File: config.mk
export PLATFORM = sky130hd
export DESIGN_NAME = spq_cell
export DESIGN_NICKNAME = d
export VERILOG_FILES = /design/src/rtl/sorted_priority_queue_top_assert.svh /design/src/rtl/spq_pkg.sv /design/src/rtl/spq_cell.sv
export SDC_FILE = /design/constraint.sdc
export NUM_CORES = 1
export LEC_CHECK = 0
export ABC_CLOCK_PERIOD_IN_PS = 4700
export BUFFER_PORTS_ARGS = -buffer_cell sky130_fd_sc_hd__buf_2
export CORE_AREA = 2 2 118 120
export CTS_CLUSTER_DIAMETER = 150
export DETAILED_ROUTE_END_ITERATION = 12
export DIE_AREA = 0 0 120 122
export GPL_TIMING_DRIVEN = 1
export PLACE_DENSITY = 0.79
export SLEW_MARGIN = 20
export SYNTH_ARGS = -nofsm -noshare
export SYNTH_HDL_FRONTEND = slang
export SYNTH_SLANG_ARGS = --single-unit
File: constraint.sdc
create_clock -name clk -period 4.7 [get_ports clk]
set_clock_uncertainty 0.2 [all_clocks]
set_input_delay 0.235 -clock clk [delete_from_list [all_inputs] [get_ports clk]]
set_output_delay 0.235 -clock clk [all_outputs]
set_load 0.005 [all_outputs]
File: src/rtl/sorted_priority_queue_top_assert.svh
// Assertion macros used by the queue top level.
`ifndef SORTED_PRIORITY_QUEUE_TOP_ASSERT_SVH
`define SORTED_PRIORITY_QUEUE_TOP_ASSERT_SVH

// Same-cycle implication, disabled while reset is asserted.
`define SPQ_ASSERT_IMP(label, clk, rst_n, ante, cons, msg) \
	label: assert property (@(posedge clk) disable iff (!rst_n) (ante) |-> (cons)) \
		else $error(msg);

// Next-cycle implication, disabled while reset is asserted.
`define SPQ_ASSERT_NXT(label, clk, rst_n, ante, cons, msg) \
	label: assert property (@(posedge clk) disable iff (!rst_n) (ante) |=> (cons)) \
		else $error(msg);

`endif

File: src/rtl/spq_pkg.sv
`timescale 1ns / 1ps
package spq_pkg;

	localparam int DATA_W = 32;

	// Operation codes carried in the mode field.
	localparam logic [1:0] MODE_INS = 2'd0;
	localparam logic [1:0] MODE_POP = 2'd1;
	localparam logic [1:0] MODE_REM = 2'd2;
	localparam logic [1:0] MODE_CHG = 2'd3;

	// Result status codes.
	localparam logic [1:0] STAT_OK       = 2'd0;
	localparam logic [1:0] STAT_EMPTY    = 2'd1;
	localparam logic [1:0] STAT_NOTFOUND = 2'd2;
	localparam logic [1:0] STAT_FULL     = 2'd3;

	localparam logic [DATA_W-1:0] NEG_ONE = '1;

	// What every cell does in a given cycle.
	typedef enum logic [1:0] {
		CMD_HOLD = 2'd0,
		CMD_INS  = 2'd1,
		CMD_REM  = 2'd2
	} cell_cmd_t;

	// Broadcast from the controller to all cells.
	typedef struct packed {
		cell_cmd_t         cmd;
		logic [DATA_W-1:0] value;
		logic [DATA_W-1:0] prio;
	} cell_bcast_t;

	// Contents of one cell as seen by its neighbors.
	typedef struct packed {
		logic [DATA_W-1:0] value;
		logic [DATA_W-1:0] prio;
	} cell_link_t;

endpackage

File: src/rtl/spq_cell.sv
`timescale 1ns / 1ps
module spq_cell #(
	parameter int INDEX = 0,
	parameter int CNT_W = 7
) (
	input  logic                     clk,
	input  logic [CNT_W-1:0]         count,
	input  spq_pkg::cell_bcast_t     bcast,
	input  spq_pkg::cell_link_t      left,
	input  logic                     left_ge,
	input  spq_pkg::cell_link_t      right,
	input  logic                     hit_in,
	output spq_pkg::cell_link_t      cur,
	output logic                     ge,
	output logic                     hit_out,
	output logic [spq_pkg::DATA_W-1:0] nxt_value
);
	import spq_pkg::*;

	cell_link_t entry_q;
	cell_link_t entry_d;
	logic       occ;
	logic       match;

	assign occ   = CNT_W'(INDEX) < count;
	// Sorted order keeps all entries of equal or higher priority in a prefix.
	assign ge    = occ && ($signed(entry_q.prio) >= $signed(bcast.prio));
	assign match = occ && (entry_q.prio == bcast.prio);
	// Prefix flag: set from the first matching entry onward, or from cell zero when seeded.
	assign hit_out = hit_in | match;

	always_comb begin
		entry_d = entry_q;
		case (bcast.cmd)
			CMD_INS: begin
				if (!ge) begin
					if (left_ge) begin
						entry_d.value = bcast.value;
						entry_d.prio  = bcast.prio;
					end else begin
						entry_d = left;
					end
				end
			end
			CMD_REM: begin
				if (hit_out) begin
					entry_d = right;
				end
			end
			default: begin
				entry_d = entry_q;
			end
		endcase
	end

	always_ff @(posedge clk) begin
		entry_q <= entry_d;
	end

	assign cur       = entry_q;
	assign nxt_value = entry_d.value;

endmodule

### Yosys cells after proc, flatten, opt, wreduce, memory -nomap -nowiden

Cells that the tools add are included.

* magnitude comparators: 2
* reduce and logical (&&, ||, !) cells: 4
* multiplexer cells: 4
* bitwise gates (word level): 1
* eq/ne operators: 5

Operators by type and width (number)
* 2-to-1 mux 64 bit: 3
* case mux 64 bit (2 select lines): 1
* == test 32 bit: 1
* greater-or-equal comparator 32 bit: 1
* less-than comparator 1 x 7 -> 1 bit, first input constant: 1
* != test 2 bit, second input constant: 2
* AND reduction 3 bit: 1
* == test 2 x 1 -> 1 bit, second input constant: 1
* == test 2 bit, second input constant: 1
* logical AND 1 bit: 2
* nonzero test 2 bit: 1
* bitwise OR 1 bit: 1

* register bits: 64
* output and inout port bits: 98

### Longest topological paths before layout

Gate-level depths: netlist of run 1.

* depth in word-level cells: 5
* gate-level depth with buffers: 12
* gate-level depth less buffers: 9

### Worst setup path after synthesis of run 1

OpenSTA, ideal clock, no wires.

* path kind: reg2reg
* start point: register entry_q (netlist bit cur[30])
* end point: register entry_q (netlist bit cur[0]) (enable)
* data required time: 4026 ps
* cell stages (with the launch flop): 9
* setup slack: -392 ps
* arrival: 4418 ps
* cell sequence: edfxtp_1 ha_1 a21oi_1 a21oi_1 a211o_1 or3_1 a22o_1 and2_1 a221oi_1

RTL lines
* from (decl): line spq_cell.sv:20 `cell_link_t entry_q;`
* from (signal assigned): line spq_cell.sv:57 `entry_q <= entry_d;`
* greater-or-equal comparator 32 bit: line spq_cell.sv:27 `assign ge = occ && ($signed(entry_q.prio) >= $signed(bcast.prio));`
* logical AND 1 bit: line spq_cell.sv:27
* named net ge: line spq_cell.sv:14 `output logic ge,`
* != test 2 bit (no line)
* AND reduction 3 bit (no line)

The timed path passes the listed nets, and every way through them passes these cells.
A chain may end at the register's enable or synchronous reset.

### Worst setup path in the final report of run 1

* start point: register entry_q (netlist bit cur[30])
* end point: output port nxt_value[3] in the netlist's numbering

* longest elaborated chain between the ends: 5

RTL lines
* branches (longest 4 deep; another with greater-or-equal comparator 32 bit)
* case mux 64 bit (2 select lines) (*): line spq_cell.sv:34 `case (bcast.cmd)`
* to (decl): line spq_cell.sv:16 `output logic [spq_pkg::DATA_W-1:0] nxt_value`

Every way passes the cells marked *. The select of a mux whose other input is x is not followed.

==> metrics, run 1 <==
area delta synth->final=50.67%; critical path, cell by cell=ha_1 -> a21oi_1 -> a21oi_1 -> a211o_1 -> or3_1 -> a22o_1 -> a211o_2 -> buf_12 -> o221ai_1 -> buf_2; post-synthesis sequential area ratio=between 30% and 40%; final hold vios=0; Post-synth top cells=72 x inv_1, 70 x nand2_1, 64 x mux2i_1; Seq cells post-synth=64; first-pass GRT wire length=24.46 mm; slew margin rel.=49.06%; Avg Vias per Cell=4.786; share of layout cells above drive strength 1=44.28%; final setup fails=0; Overflow after GRT=0; Distinct cells, synth=36; Top Ports=between 300 and 400; PortBufs=~300; highest clock rate=between 200 and 300 MHz; die width=around 120 um; setup bufs post-CTS=0; clk_lat worst skew=between 0.3 and 0.4 ns; Clock transition at path regs=around 0.06 ns; top cells by area, synth=edfxtp_1 21%, dfxtp_1 14%, mux2i_1 14%; initial antenna violation count=3; DRC Markers=0; CTS buffer count=9; Max stage delay on crit path=just over 0.6 ns; Crit path required time=4.26 ns; CTS max path bufs=2; asr flop ratio synth=0%; Max H-tree Level=3; Tightest Pin Transition=roughly 0.76 ns; MaxCap Viol Count=0; Startpoint Class=flop; Synth Area per Inst=9.500 sq um; Leak=around 3.5 nW; Die Area=roughly 15,000 sq um; # resized after CTS=0; Setup TNS=0 ns; Final Core Density=between 50% and 60%; pre-CTS WS=just under 1 ns; DP HPWL=around 13 mm; routed len/inst=16.84 um; Starting Density=roughly a third; Layout Cells excl Fill=985; WS Path Type=flop to output port; min cycle time layout=about 4 ns; GRT Total Usage=between 20% and 30%; most frequent cell after synthesis=inv_1; Worst Path Arrival=approximately 3.6 ns; maximum vdd drop=0.0001605 V; Yosys warning count=0; fin. max-slew vios=0; syn_nets=between 700 and 800; vias after detailed routing=~4,700; crit end category=output port; Top Family by Delay on Critical Path=compound AO/OA/AOI/OAI gates; Top cell by count, worst path=a21oi_1; Critical path buffers and inverters=2; period utilization=about 85%; number of global-route vias before repair=about 4,800; status=complete, no violations; Detailed Route Iter0 Violations=125; Routed Antenna Nets=0; Cells after DPL=slightly above 900; # clock sinks=64; Routed WL=approximately 17 mm; pin count of the biggest net entering global routing=48; Post-Synthesis Cells=between 400 and 500; TritonCTS clock tree=done; PnR worst setup slack=between 0.7 and 0.8 ns; RSZ-0062 raised after global routing=false; mapped cell area=roughly 4600 sq um; drt pass-1 iters=6; slowest CP cell=a211o_2; Post-synth EDFFs=32; Hold Crit Class=input pin to flop; DIE HEIGHT=122 um; pwr/cell area=279.5 nW/um^2; main flop type after synthesis=edfxtp_1; root buffer cell=clkbuf_16; top cell type by total area after synthesis=edfxtp_1; RD Place Congestion=0.8089; core area=13,500 sq um; max reg flops=between 60 and 70; Nets=1,037; top-area cell type share of the netlist area=roughly a fifth; maximum fanout along the worst path=26; # rows=43
==> cells in the final DEF (no fill, tap or decap), types with 2 or more instances in the layout <==
cell           netlist  layout
nand3_1              2       2
dfxtp_1             32      32
a221oi_4             0       2
o21ai_1             32      32
a2111oi_0            2       2
o221ai_2            27      27
nor3_1               3       3
inv_4                0       3
clkbuf_16            0       9
nand4_1              7       7
o21ai_0              4       4
mux2i_1             64      64
nand2_1             70      70
a211o_1              3       2
inv_1               72      72
buf_2                1     300
dlygate4sd3_1        0      57
clkbuf_8             0       3
edfxtp_1            32      32
buf_4               36       7
o221ai_1             6       6
nor4_1               2       2
ha_1                34      34
a21oi_1             14      14
nor2_1               3       3
==> final timing paths <==
| check | start | end | slack [ns] | depth (start not counted) |
|---|---|---|---|---|
| setup / recovery | cur[30] | nxt_value[3] | 0.71 | 10 |
| setup reg to reg | cur[30] | cur[43] | 0.85 | 10 |
| hold reg to reg | cur[56] | cur[56] | 0.32 | 2 |
| hold / removal | right[24] | cur[24] | 0.01 | 3 |
==> where the power goes <==
group	total, mW	internal (mW)	switching, mW
combinational	0.575	0.292	0.283
sequential	0.693	0.659	0.0335
clock	0.648	0.400	0.249
total	1.92	1.35	0.565
==> layer usage <==
layer	part of all wire (%)	vias to the layer above	GRT usage, %
met2	52	230	42.12
met4	3.4	4	10.88
met3	7.7	44	6.507
met1	37	2125	22.25
li1	-	2311	-
met5	0.15	-	0
==> worst reg2reg max path: cells and delay by family, from the launching register on <==
family,cells,cell delay (ns)
compound gates,6,1.65
buf+inv,2,0.86
simple gates,1,0.33
flops,1,0.41
fa+ha+maj,1,0.35
==> metrics by stage <==
step	hold slack [ns]	total power [mW]	area [sq um]
floorplan	0.1665	1.019	4557
global placement	0.2495	1.215	5993
detailed placement	0.2560	1.230	5993
CTS	0.001736	1.939	6854
global route	0.01719	2.026	6857
finish	0.01337	1.916	6857
==> logic make-up (layout without fill, tap and decap cells) <==
logic type	after synthesis	in the layout	synth area share, %
buf+inv	128	453	14.54
simple gates	94	94	8.964
mux	64	64	14.08
other cells	0	1	0
flops	64	64	35.19
fa+ha+maj	34	34	9.348
compound gates	95	95	17.87
==> cell type report <==
| class | instances | area [sq um] |
|---|---|---|
| fillers | 1269 | 6648 |
| clock inverters | 4 | 23.77 |
| inverters | 72 | 270.3 |
| flip-flops and latches | 64 | 1602 |
| repair buffers | 365 | 2145 |
| well taps | 180 | 225.2 |
| clock buffers | 12 | 266.5 |
| multi-input cells | 287 | 2322 |
| diodes | 1 | 2.502 |
==> what timing repair did <==
item,4_1_cts,5_1_grt
hold buffers,57,0
setup endpoints to repair,0,0
hold endpoints to repair,48,0
No activity file was read; power rests on OpenSTA's default activity.
==> run 2: changes to the inputs <==
--- a/config.mk
+++ b/config.mk
@@ -5,14 +5,15 @@
 export SDC_FILE = /design/constraint.sdc
 export NUM_CORES = 1
 export LEC_CHECK = 0
-export ABC_CLOCK_PERIOD_IN_PS = 4700
+export ABC_AREA = 1
+export ABC_CLOCK_PERIOD_IN_PS = 4050
 export BUFFER_PORTS_ARGS = -buffer_cell sky130_fd_sc_hd__buf_2
-export CORE_AREA = 2 2 118 120
+export CORE_AREA = 2 2 117 119
 export CTS_CLUSTER_DIAMETER = 150
 export DETAILED_ROUTE_END_ITERATION = 12
-export DIE_AREA = 0 0 120 122
+export DIE_AREA = 0 0 119 121
 export GPL_TIMING_DRIVEN = 1
-export PLACE_DENSITY = 0.79
+export PLACE_DENSITY = 0.86
 export SLEW_MARGIN = 20
 export SYNTH_ARGS = -nofsm -noshare
 export SYNTH_HDL_FRONTEND = slang
==> constraint.sdc (replaced) <==
create_clock -name clk -period 4.05 [get_ports clk]
set_clock_uncertainty 0.2 [all_clocks]
set_input_delay 0.2025 -clock clk [delete_from_list [all_inputs] [get_ports clk]]
set_output_delay 0.2025 -clock clk [all_outputs]
set_load 0.005 [all_outputs]
==> run 2 against run 1 <==
Against the previous run: global-route usage increased by 1.8 points; first-iteration DRC count rose to 4.5 times the previous value; clock-buffer cell count is 3 higher; die area shrank 1.6%; setup slack worse by 0.087 ns; area after synthesis increased by 22%; non-clock buffer count decreased by 52; sequential share of layout area is 1.0 points lower; hold slack improved by 0.017 ns; combinational power up 50%; sequential power increased by 21%; largest cell class unchanged.
==> metrics, run 2 <==
Reg2Reg Launch Point=cur[31] (was cur[30]); Startpoint Class=flop (unchanged); CTS buffer count=9 (unchanged); Distinct cells, synth=30 (was 36); Routed Antenna Nets=0 (unchanged); Overflow after GRT=0 (unchanged); commonest non-fill, non-tap cell in the layout=buf_2 (unchanged); asr flop ratio synth=0% (unchanged); fin. max-slew vios=0 (unchanged); top cell type by total area after synthesis=edfxtp_1 (unchanged); crit end category=output port (unchanged); Clock transition at path regs=0.05 ns (was 0.06 ns); Tightest Pin Transition=1.075 ns (was 0.7605 ns); min cycle time layout=approximately 3.4 ns; die width=119 um (was 120 um); final hold vios=0 (unchanged); Worst Min Path Start=right[24] (unchanged); Post-Synthesis Cells=800 (was 479); core area=13,090 sq um (was 13,500 sq um); RSZ-0062 raised after global routing=false (unchanged); Yosys warning count=0 (unchanged); TritonCTS clock tree=done (unchanged); Nets=1,273 (was 1,037); routed len/inst=14.84 um (was 16.84 um); main flop type after synthesis=edfxtp_1 (unchanged); Avg Vias per Cell=5.204 (was 4.786); maximum fanout along the worst path=57 (was 26); mapped cell area=5567 sq um (was 4551 sq um); commonest cells after routing, fill and taps aside=300 x buf_2, 141 x a21oi_1, 133 x nand3_1 (was 300 x buf_2, 72 x inv_1, 70 x nand2_1); status=complete, no violations (unchanged); share of layout cells above drive strength 1=33.75% (was 44.28%); final setup fails=0 (unchanged); Routed WL=18.05 mm (was 16.59 mm); max reg flops=64 (unchanged); DP HPWL=13.44 mm (was 12.61 mm); Layout Cells excl Fill=1,216 (was 985); pre-CTS WS=0.8158 ns (was 0.9836 ns); DIE HEIGHT=121 um (was 122 um); top-area cell type share of the netlist area=17.26% (was 21.12%); WS Path Type=flop to output port (unchanged); # clock sinks=64 (unchanged); pwr/cell area=347.4 nW/um^2 (was 279.5 nW/um^2); Post-synth top cells=141 x a21oi_1, 133 x nand3_1, 93 x nand2_1 (was 72 x inv_1, 70 x nand2_1, 64 x mux2i_1); GRT Total Usage=24.08% (was 22.30%); area delta synth->final=28.93% (was 50.67%); setup slack, reg-to-reg=0.87 ns (was 0.85 ns); first-pass GRT wire length=27.96 mm (was 24.46 mm); pin count of the biggest net entering global routing=60 (was 48); top cells by area, synth=edfxtp_1 17%, a21oi_1 13%, nand3_1 12% (was edfxtp_1 21%, dfxtp_1 14%, mux2i_1 14%); MaxCap Viol Count=0 (unchanged); RD Place Congestion=0.8822 (was 0.8089); Detailed Route Iter0 Violations=559 (was 125); syn_nets=1,038 (was 717); drt pass-1 iters=5 (was 6); period utilization=between 80% and 90%; RR Endpoint=cur[28] (was cur[43]); Post-synth EDFFs=32 (unchanged); post-synthesis sequential area ratio=28.77% (was 35.19%); maximum vdd drop=0.0002193 V (was 0.0001605 V); diode count=0 (was 1); clk_lat worst skew=0.33 ns (about the same); CTS max path bufs=2 (unchanged); vias after detailed routing=6,328 (was 4,714); crit path capture=nxt_value[0] (was nxt_value[3]); DRC Markers=0 (unchanged); most frequent cell after synthesis=a21oi_1 (was inv_1); PnR worst setup slack=0.6250 ns (was 0.7118 ns); # rows=42 (was 43); Leak=3.703 nW (was 3.503 nW); PortBufs=301 (unchanged); Top Ports=302 (unchanged); # resized after CTS=0 (unchanged); initial antenna violation count=0 (was 3); root buffer cell=clkbuf_16 (unchanged); Cells after DPL=1,200 (was 911); number of global-route vias before repair=5,973 (was 4,800); Worst R2R Path Depth=14 (was 10); slew margin rel.=28.24% (was 49.06%); fill cell count=1,257 (was 1,269); Die Area=14,400 sq um (was 14,640 sq um); Seq cells post-synth=64 (unchanged); setup bufs post-CTS=0 (unchanged); Crit path required time=3.65 ns (was 4.26 ns); Critical Path Start=cur[31] (was cur[30]); Max H-tree Level=3 (unchanged); Synth Area per Inst=6.958 sq um (was 9.500 sq um); highest clock rate=between 200 and 300 MHz; worst hold slack=0.03076 ns (was 0.01337 ns); Worst Path Arrival=3.02 ns (was 3.55 ns); Starting Density=42.54% (was 33.70%); Hold-fix buffers, CTS=0 (was 57); Hold Crit Class=input pin to flop (unchanged); Setup TNS=0 ns (unchanged)
[run 2: metal layers]
metal | vias up | track usage, % | share of wire, %
li1 | 3149 | - | -
met1 | 2833 | 28.39 | 41
met2 | 316 | 43.46 | 50
met3 | 30 | 4.652 | 7.6
met4 | 0 | 8.557 | 1.9
met5 | - | 0 | 0
[run 2: worst max-delay path, cell delays in order, from the launching register on]
cell	delay (ns)
edfxtp_1	0.41
ha_1	0.41
nand2_1	0.12
nor2_2	0.15
inv_2	0.07
nor3_4	0.28
nand4_4	0.13
nand2_2	0.20
buf_12	0.28
nand2_1	0.08
o21ai_0	0.08
a21oi_1	0.08
a21oi_1	0.23
buf_2	0.15
[run 2: kinds of logic after synthesis]
family | count (synthesis) | share of synthesized area (%)
compound gates | 181 | 16.93
fa+ha+maj | 34 | 7.642
buf+inv | 172 | 15.17
flops | 64 | 28.77
mux | 32 | 5.754
simple gates | 317 | 25.74
[run 2: area by class of cell]
class / instances / area (sq um) / area share [%]
clock inverters: 1 / 5.005 / 0.06974
clock buffers: 15 / 300.3 / 4.184
multi-input cells: 564 / 3126 / 43.55
repair buffers: 313 / 1612 / 22.45
flip-flops and latches: 64 / 1602 / 22.32
inverters: 83 / 312.8 / 4.358
well taps: 176 / 220.2 / 3.068
[run 2: through the flow]
stage               util (%)  power, mW  cell area [sq um]
finish                 54.85      2.494               7177
CTS                    54.85      2.509               7177
global placement       52.51      1.695               6872
detailed placement     52.51      1.712               6872
floorplan                  -      1.430               5567
global route           54.85      2.648               7177
[run 2: where the power goes]
group / internal, mW / leakage [nW] / total (mW) / switching (mW)
Clock: 0.506 / 0.150 / 0.788 / 0.283
Combinational: 0.366 / 2.97 / 0.864 / 0.498
Sequential: 0.777 / 0.580 / 0.841 / 0.0642
[run 2: how the worst min path moves through the flow]
stage	to	slack, ns	cells past startpoint
after floorplan	cur[0]	0.27	2
after global routing	cur[27]	0.04	3
final	cur[24]	0.03	3
after global placement	cur[53]	0.30	2
after CTS	cur[8]	0.01	3
after detailed placement	cur[44]	0.31	2
